===== src/rtl/core/four_channel_pcm_clip_mixer_unit_macros.svh =====
// Assertion macros for the four channel PCM clip mixer.
// Expects signals named clock and reset in the including scope.
`ifndef FOUR_CHANNEL_PCM_CLIP_MIXER_UNIT_MACROS_SVH
`define FOUR_CHANNEL_PCM_CLIP_MIXER_UNIT_MACROS_SVH

// Same-cycle implication.
`define FMX_ASSERT_SAME(label, ante, cons, msg) \
   label: assert property (@(posedge clock) disable iff (reset) (ante) |-> (cons)) \
      else $error(msg);

// Next-cycle implication.
`define FMX_ASSERT_NEXT(label, ante, cons, msg) \
   label: assert property (@(posedge clock) disable iff (reset) (ante) |=> (cons)) \
      else $error(msg);

// Condition that must never hold.
`define FMX_ASSERT_NEVER(label, expr, msg) \
   label: assert property (@(posedge clock) disable iff (reset) !(expr)) \
      else $error(msg);

`endif


===== src/rtl/core/fmx_pkg.sv =====
// Shared types and constants of the four channel PCM clip mixer.
// No dependencies; used by every module of the block.
`timescale 1ns / 1ps

package fmx_pkg;

   localparam int ADDR_BITS      = 19;
   localparam int CHANNELS       = 4;
   localparam int HEADER_BYTES   = 44;
   localparam int CLIP_REGS      = 4;
   localparam int CLIP_IDX_BITS  = $clog2(CLIP_REGS);
   localparam int CH_IDX_BITS    = (CHANNELS > 1) ? $clog2(CHANNELS) : 1;
   localparam int COUNT_BITS     = $clog2(CHANNELS + 1);

   localparam int OPCODE_BITS    = 2;
   localparam int CH_FIELD_BITS  = 2;
   localparam int LOAD_ADDR_BITS = 19;
   localparam int SAMPLE_BITS    = 8;
   localparam int MASK_BITS      = 4;
   localparam int BASE_BITS      = 19;
   localparam int LEN_BITS       = 16;

   localparam int CSR_INDEX_BITS = 3;
   localparam int CSR_DATA_BITS  = 19;
   localparam logic [CSR_INDEX_BITS-1:0] CSR_LENGTH_FIRST = CSR_INDEX_BITS'(CLIP_REGS);

   localparam int SAMPLE_BIAS    = 128;
   localparam int SUM_BITS       = 10;
   localparam int RECIP3_MUL     = 683;
   localparam int RECIP3_BITS    = 10;
   localparam int RECIP3_SHIFT   = 11;

   localparam int QUEUE_DEPTH    = 2;
   localparam int QPTR_BITS      = (QUEUE_DEPTH > 1) ? $clog2(QUEUE_DEPTH) : 1;
   localparam int QCNT_BITS      = $clog2(QUEUE_DEPTH + 1);

   localparam logic [OPCODE_BITS-1:0] OPC_LOAD  = 2'd0;
   localparam logic [OPCODE_BITS-1:0] OPC_START = 2'd1;
   localparam logic [OPCODE_BITS-1:0] OPC_STOP  = 2'd2;
   localparam logic [OPCODE_BITS-1:0] OPC_TICK  = 2'd3;

   typedef enum logic [2:0] {
      OP_NOP,
      OP_LOAD,
      OP_START,
      OP_STOP,
      OP_TICK
   } op_type;

   typedef struct packed {
      op_type                    op;
      logic [CH_IDX_BITS-1:0]    channel;
      logic [ADDR_BITS-1:0]      addr;
      logic [SAMPLE_BITS-1:0]    data;
   } cmd_type;

   typedef struct packed {
      logic [BASE_BITS-1:0] base;
      logic [LEN_BITS-1:0]  length;
   } clip_cfg_type;

   typedef struct packed {
      logic                  idle;
      logic [COUNT_BITS-1:0] mix_count;
   } status_type;

endpackage


===== src/rtl/core/fmx_front.sv =====
// Front end: takes request transfers, decodes them into commands and queues them.
// Depends on fmx_pkg.
`timescale 1ns / 1ps

module fmx_front (
   input  logic                                   clock,
   input  logic                                   reset,
   input  logic                                   req_valid,
   output logic                                   req_ready,
   input  logic [fmx_pkg::OPCODE_BITS-1:0]        req_opcode,
   input  logic [fmx_pkg::CH_FIELD_BITS-1:0]      req_channel,
   input  logic [fmx_pkg::LOAD_ADDR_BITS-1:0]     req_load_address,
   input  logic [fmx_pkg::SAMPLE_BITS-1:0]        req_load_data,
   output logic                                   cmd_valid,
   input  logic                                   cmd_ready,
   output fmx_pkg::cmd_type                       cmd
);

   fmx_pkg::cmd_type                 queue_ff [fmx_pkg::QUEUE_DEPTH];
   logic [fmx_pkg::QPTR_BITS-1:0]    wr_ptr_ff;
   logic [fmx_pkg::QPTR_BITS-1:0]    wr_ptr_in;
   logic [fmx_pkg::QPTR_BITS-1:0]    rd_ptr_ff;
   logic [fmx_pkg::QPTR_BITS-1:0]    rd_ptr_in;
   logic [fmx_pkg::QCNT_BITS-1:0]    count_ff;
   logic [fmx_pkg::QCNT_BITS-1:0]    count_in;
   fmx_pkg::cmd_type                 decoded;
   logic                             push;
   logic                             pop;
   logic                             ch_ok;

   always_comb begin
      ch_ok           = {1'b0, req_channel} < (fmx_pkg::CH_FIELD_BITS + 1)'(fmx_pkg::CHANNELS);
      decoded.channel = fmx_pkg::CH_IDX_BITS'(req_channel);
      decoded.addr    = fmx_pkg::ADDR_BITS'(req_load_address);
      decoded.data    = req_load_data;
      case (req_opcode)
         fmx_pkg::OPC_LOAD:  decoded.op = fmx_pkg::OP_LOAD;
         fmx_pkg::OPC_START: decoded.op = ch_ok ? fmx_pkg::OP_START : fmx_pkg::OP_NOP;
         fmx_pkg::OPC_STOP:  decoded.op = ch_ok ? fmx_pkg::OP_STOP : fmx_pkg::OP_NOP;
         fmx_pkg::OPC_TICK:  decoded.op = fmx_pkg::OP_TICK;
         default:            decoded.op = fmx_pkg::OP_NOP;
      endcase
   end

   assign req_ready = (count_ff != fmx_pkg::QCNT_BITS'(fmx_pkg::QUEUE_DEPTH));
   assign cmd_valid = (count_ff != '0);
   assign cmd       = queue_ff[rd_ptr_ff];
   assign push      = req_valid & req_ready;
   assign pop       = cmd_valid & cmd_ready;

   always_comb begin
      wr_ptr_in = wr_ptr_ff;
      rd_ptr_in = rd_ptr_ff;
      count_in  = count_ff;
      if (push) begin
         wr_ptr_in = (wr_ptr_ff == fmx_pkg::QPTR_BITS'(fmx_pkg::QUEUE_DEPTH - 1)) ?
                     '0 : wr_ptr_ff + 1'b1;
      end
      if (pop) begin
         rd_ptr_in = (rd_ptr_ff == fmx_pkg::QPTR_BITS'(fmx_pkg::QUEUE_DEPTH - 1)) ?
                     '0 : rd_ptr_ff + 1'b1;
      end
      if (push && !pop) begin
         count_in = count_ff + 1'b1;
      end else if (pop && !push) begin
         count_in = count_ff - 1'b1;
      end
   end

   always_ff @(posedge clock) begin
      if (push) begin
         queue_ff[wr_ptr_ff] <= decoded;
      end
   end

   always_ff @(posedge clock) begin
      if (reset) begin
         wr_ptr_ff <= '0;
         rd_ptr_ff <= '0;
         count_ff  <= '0;
      end else begin
         wr_ptr_ff <= wr_ptr_in;
         rd_ptr_ff <= rd_ptr_in;
         count_ff  <= count_in;
      end
   end

endmodule


===== config.mk =====
export PLATFORM = sky130hd
export DESIGN_NAME = fmx_front
export DESIGN_NICKNAME = d
export VERILOG_FILES = /design/src/rtl/core/four_channel_pcm_clip_mixer_unit_macros.svh /design/src/rtl/core/fmx_pkg.sv /design/src/rtl/core/fmx_front.sv
export SDC_FILE = /design/constraint.sdc
export NUM_CORES = 1
export LEC_CHECK = 0
export ABC_AREA = 1
export BUFFER_PORTS_ARGS = -buffer_cell sky130_fd_sc_hd__clkbuf_2
export CAP_MARGIN = 20
export CORE_MARGIN = 4
export CORE_UTILIZATION = 45
export CTS_CLUSTER_SIZE = 20
export DETAILED_ROUTE_END_ITERATION = 10
export GPL_ROUTABILITY_DRIVEN = 0
export PLACE_DENSITY = 0.77
export SYNTH_ARGS = -nofsm -noshare
export SYNTH_HDL_FRONTEND = slang
export SYNTH_SLANG_ARGS = --single-unit

===== constraint.sdc =====
create_clock -name clock -period 2.8 [get_ports clock]
set_input_delay 0.14 -clock clock [delete_from_list [all_inputs] [get_ports clock]]
set_output_delay 0.14 -clock clock [all_outputs]
set_load 0.01 [all_outputs]

==> metrics.md, run 1 <==
| Metric | Value |
|---|---|
| GRT overflow | 0 |
| Clock Tree Root | clkbuf_8 |
| Yosys cell types | 15 |
| Crit Reg-Reg Endpoint | queue_ff[0][25] |
| Drt drc | 0 |
| Global-route wire length before repair | 7003 um |
| Max Clock Skew | 3.807 ps |
| Syn nets | 182 |
| TritonCTS Buffers | 9 |
| Final worst slack | 762.6 ps |
| Avg Cell Area, Syn | 19.28 sq um |
| Area Overhead vs Synth | 29.60% |
| Register area share after synthesis | 73.35% |
| Rows | 28 |
| RSZ-0062 raised after global routing | false |
| Initial Utilization | 46.56% |
| CP startpoint kind | register |
| Util after Layout | 60.33% |
| Leakage Power | 1.475 nW |
| Tcrit/Tclk final | 72.76% |
| Max Fclk | 490.8 MHz |
| Hold EP | queue_ff[1][22] |
| Final setup violation count | 0 |
| CP max FO | 17 |
| Main area contributors after synthesis | edfxtp_1 70%, mux2_4 16%, dfxtp_1 3.6%, buf_12 2.2%, ha_1 1.8% |
| EDFF count, synth | 64 |
| DRT Pass-1 Iters | 4 |
| H-tree lvl count | 3 |
| Share of the synthesized area in the top cell type | 69.72% |
| Final net count | 286 |
| Pins Over Slew Limit | 0 |
| Post-Layout Cell Count | 326 |
| Die H | 86.27 um |
| Commonest cells in the netlist | 64 x edfxtp_1, 30 x mux2_4, 10 x inv_1 |
| CTS tree | built |
| Cell type with the largest total area after synthesis | edfxtp_1 |
| Total of max-cap violations | 0 |
| CP Data Required Time | 2660 ps |
| Post-Syn Area | 2756 sq um |
| Status | finished, final reports clean |
| Vias | 1473 |
| Worst skew pair latency | 320 ps |
| # diodes | 0 |
| IO Pins | 69 |
| Most common cell in the synthesized netlist | edfxtp_1 |
| Worst-margin pin slew | 885.2 ps |
| Place WS | 992.4 ps |
| Final hold vios | 0 |
| Reg2reg setup slack | 1040 ps |
| Core Region | 5921 sq um |
| CP endpoint kind | primary output |
| Async SR Flop Fraction | 0% |
| Yosys reg bits | 69 |
| CP Class | register to primary output |
| Max VDD drop | 0.0004683 V |
| WL final | 4510 um |
| Cts repair resizes | 0 |
| Initial antenna violation count | 0 |
| Sum Neg Setup Slack | 0 ps |
| Drt wl/cell | 13.83 um |
| Die area | 7442 sq um |
| PortBufs | 68 |
| Clock Sinks | 69 |
| Worst path arrival time | 1900 ps |
| Post-Layout Inst Area | 3572 sq um |
| Largest net degree at the start of global routing | 33 |
| Relative slew margins | 40.85% |
| Vias in the first global route | 1552 |
| Hpwl dp | 3048 um |
| PwrDens | 778.2 nW/um^2 |
| # fillers | 457 |
| Final ANT Viol Nets | 0 |
| Cells after synthesis | 143 |
| Initial detailed-routing violation count | 61 |
| Worst-case clock buffer depth | 2 |
| FF-to-FF path depth | 4 |
| Vias per cell | 4.518 |
| Hold Path Cell Cnt | 1 |
| Post-CTS setup buffers | 0 |
| Min-Delay Startpoint | req_load_address[14] |
| Fin crit period | 2037 ps |
| Die W | 86.27 um |
| Dpl cells | 283 |
| Worst R2R Start | count_ff[0] |
| Reg clk slew, reported paths | 60 ps |
| Share of cells above drive strength 1 | 46.22% |
| Ys flop type | edfxtp_1 |
| HP Class | input pin to register |
| Placed cell areas | 3143 sq um |
| GR Util All Layers | 12.91% |
| Yosys warning count | 0 |
## registers in the layout, indices dropped and copies added (netlist names), named ones only
signal / flops
count_ff: 2
queue_ff: 64
rd_ptr_ff: 1
wr_ptr_ff: 1
## cells in the final DEF (no fill, tap or decap)
cell type / netlist / routed
clkbuf_2: 0 / 68
edfxtp_1: 64 / 64
dfxtp_2: 0 / 1
mux2_4: 30 / 30
a21oi_1: 2 / 2
dfxtp_1: 5 / 4
clkinv_2: 0 / 2
ha_1: 4 / 4
nor2_4: 0 / 2
nand4_1: 1 / 1
nor2_1: 7 / 5
nand3_1: 2 / 2
clkinv_1: 0 / 1
dlygate4sd3_1: 0 / 28
clkbuf_1: 0 / 3
or2_2: 1 / 1
nand2_1: 9 / 9
o21ai_0: 2 / 2
clkbuf_8: 0 / 9
inv_1: 10 / 10
buf_4: 0 / 1
mux2_2: 2 / 2
## repair_timing
action	CTS	global route
endpoints found under the setup margin	0	0
hold endpoints to repair	55	0
hold buffers	28	0
## cells by family after synthesis
kind of cell,count (synthesis),share of synthesized area [%]
flip-flops,69,73.35
adder cells (fa/ha/maj),4,1.816
AND/OR/NAND/NOR,20,2.996
multiplexers,32,17.16
AO/OA/AOI/OAI,4,0.7263
buffers and inverters,14,3.949
## final cells by class
class,instances,area (sq um),share of cell area (%)
inverters,10,37.54,1.051
multi-input cells,60,640.6,17.93
clock inverters,3,13.76,0.3853
repair buffers,97,628.1,17.58
clock buffers,12,135.1,3.783
well taps,75,93.84,2.627
flip-flops and latches,69,2023,56.64
## metrics by stage
stage / hold WS [ps] / total power [W]
2_1_floorplan: 238.9 / 0.001949
5_1_grt: 7.521 / 0.002948
3_3_place_gp: 332.0 / 0.002141
6_report: 29.92 / 0.002780
4_1_cts: 0.5569 / 0.002828
3_5_place_dp: 333.1 / 0.002161
## layer usage
| layer | track usage [%] | wire [um] |
|---|---|---|
| met3 | 4.087 | 337 |
| met4 | 8.074 | 82 |
| met2 | 20.04 | 2125 |
| met5 | 0 | 0 |
| met1 | 15.67 | 1965 |
## worst max-delay path, cell delays in order, from the launching register on
cell,delay (ps)
dfxtp_2,690
buf_4,400
mux2_4,340
clkbuf_2,130
## worst max-delay path by stage
stage	from	to	slack [ps]	cells past startpoint
2_1_floorplan	count_ff[0]	queue_ff[0][0]	410	4
3_3_place_gp	count_ff[0]	queue_ff[0][8]	1060	4
3_5_place_dp	count_ff[0]	queue_ff[0][2]	990	4
4_1_cts	register	cmd[28]	710	3
5_1_grt	register	cmd[29]	660	3
6_report	register	cmd[29]	760	3
## power breakdown
group          internal, W  total [W]  switching (W)
registers          0.00131    0.00139      0.0000786
logic             0.000391   0.000765       0.000374
clock network     0.000311   0.000626       0.000315
(Power assumes the default switching activity.)
==> run 2, diff against run 1 <==
==> constraint.sdc (replaced) <==
create_clock -name clock -period 2.1 [get_ports clock]
set_input_delay 0.105 -clock clock [delete_from_list [all_inputs] [get_ports clock]]
set_output_delay 0.105 -clock clock [all_outputs]
set_load 0.01 [all_outputs]
==> run 2 against run 1 <==
  * Clock power up 79%
  * Global-route usage down 0.17 points
  * First-iteration DRC count up 61%
  * Sequential power up 29%
  * Sequential cell count unchanged
  * Cell count up 1.2%
  * Final area up 3.6%
  * Clock-buffer cell count down 3
  * Critical path depth up 7
  * Critical path type is now register to register
  * Critical endpoint is now count_ff[1]
  * Largest power group unchanged
==> metrics.md, run 2 (same netlist as run 1, synthesis figures left out) <==
| Metric | Value |
|---|---|
| Global-route wire length before repair | 7134 um |
| CP Class | register to register |
| Register area | 2023 sq um |
| Drt wl/cell | 13.76 um |
| Combinational fraction of design power | 27.9% |
| Largest net degree at the start of global routing | 33 |
| Int Power | 0.002971 W |
| Clock Tree Root | clkbuf_8 |
| Worst-margin pin slew | 359.8 ps |
| Die W | 86.27 um |
| Tcrit/Tclk final | 75.58% |
| Hold Path Cell Cnt | 4 |
| HP Class | input pin to register |
| Pins Over Slew Limit | 0 |
| RSZ-0062 raised after global routing | false |
| GRT overflow | 0 |
| Worst-case clock buffer depth | 2 |
| Final ANT Viol Nets | 0 |
| Seq pwr share | 44.4% |
| Initial antenna violation count | 0 |
| CP max FO | 5 |
| Vias per cell | 4.576 |
| Die area | 7442 sq um |
| Max reg flops | 64 |
| CP cell instances | inv_1, nand2_1, nand2_1, inv_1, ha_1, inv_1, nand3_1, nand2_1, inv_1, nor2_1 |
| Rows | 28 |
| Worst skew pair latency | 320 ps |
| Slowest cell on the critical path | ha_1 |
| Reg clk slew, reported paths | 70 ps |
| Total of max-cap violations | 0 |
| Final hold vios | 0 |
| Leakage Power | 1.527 nW |
| Post-Layout Cell Count | 330 |
| Initial detailed-routing violation count | 98 |
| Core Region | 5921 sq um |
| Net Sw Frac | 26.78% |
| Vias in the first global route | 1589 |
| FF-to-FF path depth | 10 |
| Final worst slack | 512.8 ps |
| Max VDD drop | 0.0007272 V |
| CP Data Required Time | 2360 ps |
| Most flops, register | queue_ff |
| PortBufs | 68 |
| Post-CTS setup buffers | 0 |
| Share of cells above drive strength 1 | 48.24% |
| Die H | 86.27 um |
| Max Fclk | 630.0 MHz |
| Dpl cells | 285 |
| IO Pins | 69 |
| Leading cell type in the layout, fill and taps excluded | clkbuf_2 |
| Worst path arrival time | 1850 ps |
| PwrDens | 1097 nW/um^2 |
| Most used cell, CP | inv_1 |
| Clock network power share | 27.7% |
| Max Clock Skew | 6.477 ps |
| Hpwl dp | 2966 um |
| Drt drc | 0 |
| Initial Utilization | 46.56% |
| CTS tree | built |
| Sw Pwr | 0.001087 W |
| DRT Pass-1 Iters | 4 |
| H-tree lvl count | 3 |
| Fin crit period | 1587 ps |
| CP endpoint kind | register |
| Final setup violation count | 0 |
| WL final | 4542 um |
| Vias | 1510 |
| Place WS | 541.2 ps |
| Biggest regs | queue_ff x64, count_ff x2 |
| GR Util All Layers | 12.74% |
| Clock Sinks | 69 |
| Most frequent cells in the layout | 68 x clkbuf_2, 64 x edfxtp_1, 30 x mux2_4 |
| Critical Path Max Stage Delay | 340 ps |
| Status | finished, final reports clean |
| # fillers | 425 |
| Relative slew margins | 75.96% |
| TritonCTS Buffers | 9 |
| Area occupied by multi-input gates | 640.6 sq um |
| # diodes | 0 |
| Final net count | 289 |
| CP startpoint kind | register |
| Area Overhead vs Synth | 34.23% |
| Util after Layout | 62.49% |
## run 2: cell types whose count changed in the layout (fill, tap and decap cells not counted)
cell / delta
buf_12: +3
clkinv_2: +1
clkinv_1: -1
clkinvlp_4: +2
buf_4: -1
bufinv_16: +2
clkbuf_1: -3
dlygate4sd3_1: +1
## run 2: power by group through the flow
stage               clock network [W]  logic [W]  registers, W
CTS                           0.00115    0.00115       0.00180
floorplan                           0   0.000778       0.00182
global route                  0.00122    0.00122       0.00182
detailed placement                  0    0.00110       0.00183
global placement                    0    0.00107       0.00182
finish                        0.00112    0.00113       0.00180
## run 2: critical path: cells and delay by family (launching register included)
kind                     cells  cell delay, ps
buffers and inverters        4             350
AND/OR/NAND/NOR              5             520
adder cells (fa/ha/maj)      1             340
flip-flops                   1             320
## run 2: final timing paths
path / startpoint / to / slack, ps
worst min register to register: rd_ptr_ff / register / 510
worst min-delay path: reset / count_ff[1] / 60
worst max-delay path: count_ff[0] / count_ff[1] / 510
worst max register to register: count_ff[0] / count_ff[1] / 510
## run 2: final cells by class
| cell class | instances | area share [%] |
|---|---|---|
| clock inverter | 7 | 2.435 |
| tap | 75 | 2.536 |
| clock buffer | 9 | 3.348 |
| timing repair buffer | 100 | 18.67 |
| inverter | 10 | 1.015 |
| sequential | 69 | 54.68 |
| multi-input combinational | 60 | 17.31 |
## run 2: through the flow
step           area (sq um)  power [W]  hold slack (ps)  setup TNS [ps]
2_1_floorplan          2756   0.002599            203.9          -18330
3_3_place_gp           3196   0.002897            295.4               0
3_5_place_dp           3196   0.002930            297.2               0
4_1_cts                3700   0.004097            44.44               0
5_1_grt                3700   0.004260            80.45               0
6_report               3700   0.004057            61.51               0
## run 2: routing by layer
metal | part of all wire (%) | vias to the layer above | global-route usage, %
li1 | - | 744 | -
met1 | 41 | 702 | 14.77
met2 | 50 | 56 | 22.42
met3 | 7.1 | 8 | 2.852
met4 | 1.7 | 0 | 5.949
met5 | 0 | - | 0
## run 2: repair_timing
action	in CTS	in global routing
endpoints found under the setup margin	0	0
hold buffers	29	0
resized for setup	0	0
endpoints found under the hold margin	58	0
==> run 3, diff against run 2 <==
--- a/config.mk
+++ b/config.mk
@@ -5,7 +5,7 @@
 export SDC_FILE = /design/constraint.sdc
 export NUM_CORES = 1
 export LEC_CHECK = 0
-export ABC_AREA = 1
+export ABC_AREA = 0
 export BUFFER_PORTS_ARGS = -buffer_cell sky130_fd_sc_hd__clkbuf_2
 export CAP_MARGIN = 20
 export CORE_MARGIN = 4
@@ -13,7 +13,7 @@
 export CTS_CLUSTER_SIZE = 20
 export DETAILED_ROUTE_END_ITERATION = 10
 export GPL_ROUTABILITY_DRIVEN = 0
-export PLACE_DENSITY = 0.77
+export PLACE_DENSITY = 0.81
 export SYNTH_ARGS = -nofsm -noshare
 export SYNTH_HDL_FRONTEND = slang
 export SYNTH_SLANG_ARGS = --single-unit
==> constraint.sdc (replaced) <==
create_clock -name clock -period 1.4 [get_ports clock]
set_input_delay 0.07 -clock clock [delete_from_list [all_inputs] [get_ports clock]]
set_output_delay 0.07 -clock clock [all_outputs]
set_load 0.01 [all_outputs]
==> run 3 against run 2 <==
  * The flow now finishes with violations (setup timing)
  * Non-clock buffer count rose by 11
  * Critical path depth decreased by 4
  * Synthesized cell count fell by 9.1%
  * Via count is 2.1% higher
  * Setup slack worse by 550 ps
  * Clock-buffer cell count unchanged
  * Die area is 5.9% lower
  * Worst hold slack improved by 24 ps
  * Cell count down 1.5%
  * Area after synthesis is 6.5% lower
  * Sequential share of layout area fell by 0.94 points
  * First-iteration DRC count is 56% lower
  * Largest power group unchanged
==> metrics.md, run 3 <==
| Metric | Value |
|---|---|
| Status | finished with violations |
| Violated checks | setup timing |
| Drt drc | 0 |
| Final net count | 287 |
| Largest net degree at the start of global routing | 24 |
| Yosys cell types | 19 |
| Rows | 27 |
| Share of cells above drive strength 1 | 54.55% |
| Leading cell type in the layout, fill and taps excluded | edfxtp_1 |
| GRT overflow | 0 |
| Reg clk slew, reported paths | 70 ps |
| Cells after synthesis | 130 |
| Simple-gate share of the synthesized area | 2.186% |
| Global routing's busiest layer | met2 |
| Multiplexer area fraction after synthesis | 13.99% |
| Worst-margin pin slew | 284.8 ps |
| Avg Cell Area, Syn | 19.82 sq um |
| Vias per cell | 4.742 |
| H-tree lvl count | 3 |
| Post-CTS setup buffers | 0 |
| Cell type with the largest total area after synthesis | edfxtp_1 |
| Util after Layout | 68.11% |
| CP Class | register to register |
| Initial Utilization | 46.50% |
| RSZ-0062 raised after global routing | true |
| GR Util All Layers | 13.95% |
| Core Region | 5540 sq um |
| Worst path arrival time | 1700 ps |
| Vias | 1541 |
| Main combinational cell family by area after synthesis | multiplexers |
| IO Pins | 69 |
| Syn nets | 169 |
| # diodes | 0 |
| Final ANT Viol Nets | 0 |
| CP top delay family | simple AND/OR/NAND/NOR gates |
| Final worst slack | -37.84 ps |
| Global-route wire length before repair | 7355 um |
| Drt wl/cell | 15.13 um |
| Worst-case clock buffer depth | 2 |
| Met1 global-route usage | 15.67% |
| Slowest cell on the critical path | dfxtp_2 |
| PwrDens | 1681 nW/um^2 |
| Relative slew margins | 80.88% |
| WHS | 85.78 ps |
| Register area share after synthesis | 78.48% |
| HP Class | input pin to register |
| M3 GR Usage | 5.331% |
| CP endpoint kind | register |
| Final hold vios | 0 |
| Area occupied by multi-input gates | 573.1 sq um |
| Pins Over Slew Limit | 0 |
| Die H | 83.67 um |
| TritonCTS Buffers | 9 |
| Critical Path Max Stage Delay | 340 ps |
| Vias in the first global route | 1575 |
| Hpwl dp | 3037 um |
| DRT Pass-1 Iters | 4 |
| Ys flop type | edfxtp_1 |
| CP Buf/Inv Count | 0 |
| Die area | 7000 sq um |
| Share of the synthesized area in the top cell type | 74.60% |
| Max reg flops | 64 |
| Most frequent cells in the layout | 64 x edfxtp_1, 63 x clkbuf_2, 30 x dlygate4sd3_1 |
| Register area | 2028 sq um |
| Worst skew pair latency | 330 ps |
| CP cell instances | nand2b_4, and2_4, ha_4, xor2_1, or3_1, a21oi_2 |
| Tcrit/Tclk final | 102.7% |
| Total of max-cap violations | 0 |
| Max Fclk | 695.5 MHz |
| Post-Syn Area | 2576 sq um |
| CP startpoint kind | register |
| CTS tree | built |
| Main area contributors after synthesis | edfxtp_1 75%, mux2_2 13%, dfxtp_1 3.9%, ha_1 1.9%, xor2_1 1.0% |
| Fin crit period | 1438 ps |
| CP Data Required Time | 1660 ps |
| Commonest cells in the netlist | 64 x edfxtp_1, 30 x mux2_2, 5 x dfxtp_1 |
| Die W | 83.67 um |
| Clock Sinks | 69 |
| Area Overhead vs Synth | 46.48% |
| Yosys reg bits | 69 |
| # fillers | 354 |
| Xor and xnor fraction of the mapped netlist area | 1.020% |
| Most flops, register | queue_ff |
| WL final | 4918 um |
| EDFF count, synth | 64 |
| Post-Synth Adder-Cell Area | 1.943% |
| Most common cell in the synthesized netlist | edfxtp_1 |
| Final setup violation count | 26 |
| M2 GR Usage | 22.70% |
| Leakage Power | 1.491 nW |
| Max Clock Skew | 3.318 ps |
| Compound-gate portion of the synthesized area | 1.166% |
| Initial antenna violation count | 0 |
| Initial detailed-routing violation count | 43 |
| CP max FO | 4 |
| Yosys warning count | 0 |
| Async SR Flop Fraction | 0% |
| Biggest regs | queue_ff x64, count_ff x2 |
| Clock Tree Root | clkbuf_8 |
| PortBufs | 68 |
| Max VDD drop | 0.0008025 V |
-- run 3: cell types whose count changed in the layout (fill, tap and decap cells not counted), sizes merged, moves of 2 or more --
cell	previous run	this run
buf	3	17
clkbuf	77	73
inv	10	2
nand2	9	0
nand3	2	0
nor2	7	3
xor2	0	3
-- run 3: power by group --
part | switching [W] | leakage (nW) | internal [W] | total, W
registers | 0.000114 | 0.641 | 0.00260 | 0.00271
logic | 0.000866 | 0.743 | 0.00108 | 0.00194
clock network | 0.000700 | 0.107 | 0.000992 | 0.00169
-- run 3: layout make-up --
class | count | area share [%]
Sequential cell | 69 | 53.75
Timing Repair Buffer | 111 | 22.61
Multi-Input combinational cell | 54 | 15.19
Clock buffer | 9 | 3.282
Clock inverter | 7 | 2.387
Tap cell | 72 | 2.387
Inverter | 3 | 0.3979
-- run 3: cells by family after synthesis --
| family | Yosys count |
|---|---|
| xor gates and xnor gates | 3 |
| muxes | 32 |
| and+or+nand+nor | 10 |
| DFF | 69 |
| adders and majority gates | 4 |
| buffers and inverters | 7 |
| AOI/OAI and AO/OA | 5 |
-- run 3: metrics by stage --
stage                     total power [W]  cells  TNS (ps)  cell area (sq um)  setup slack [ps]
after floorplan                  0.003642    130     -2811               2590            -74.75
after global placement           0.004343    277    -20.18               3146            -20.18
after detailed placement         0.004396    277    -112.8               3146            -112.8
after CTS                        0.006203    323     -1940               3667            -95.61
after global routing             0.006660    325     -2482               3774            -103.7
final                            0.006343    325    -571.4               3774            -37.84
-- run 3: path summary, 6_finish.rpt --
kind	slack [ps]	startpoint	depth (start not counted)	to
setup / recovery	-40	count_ff[0]	6	count_ff[1]
hold reg to reg	530	rd_ptr_ff	2	rd_ptr_ff
hold / removal	90	req_valid	3	wr_ptr_ff
setup reg to reg	-40	count_ff[0]	6	count_ff[1]
-- run 3: routing by layer --
metal / vias to the layer above / wire [um]
met4: 0 / 99
met3: 9 / 346
met5: - / 0
met2: 47 / 2480
li1: 743 / -
met1: 742 / 1992
-- run 3: what timing repair did --
item                                    CTS  global route
cloned                                    1             1
endpoints found under the setup margin   33            34
endpoints found under the hold margin    63             5
pin swaps                                 1             0
hold buffers                             29             1
resized for setup                         5            22
-- run 3: worst min-delay path, delay by kind of cell --
kind / cells / cell delay, ps
AOI/OAI and AO/OA: 2 / 180
buffers and inverters: 1 / 120
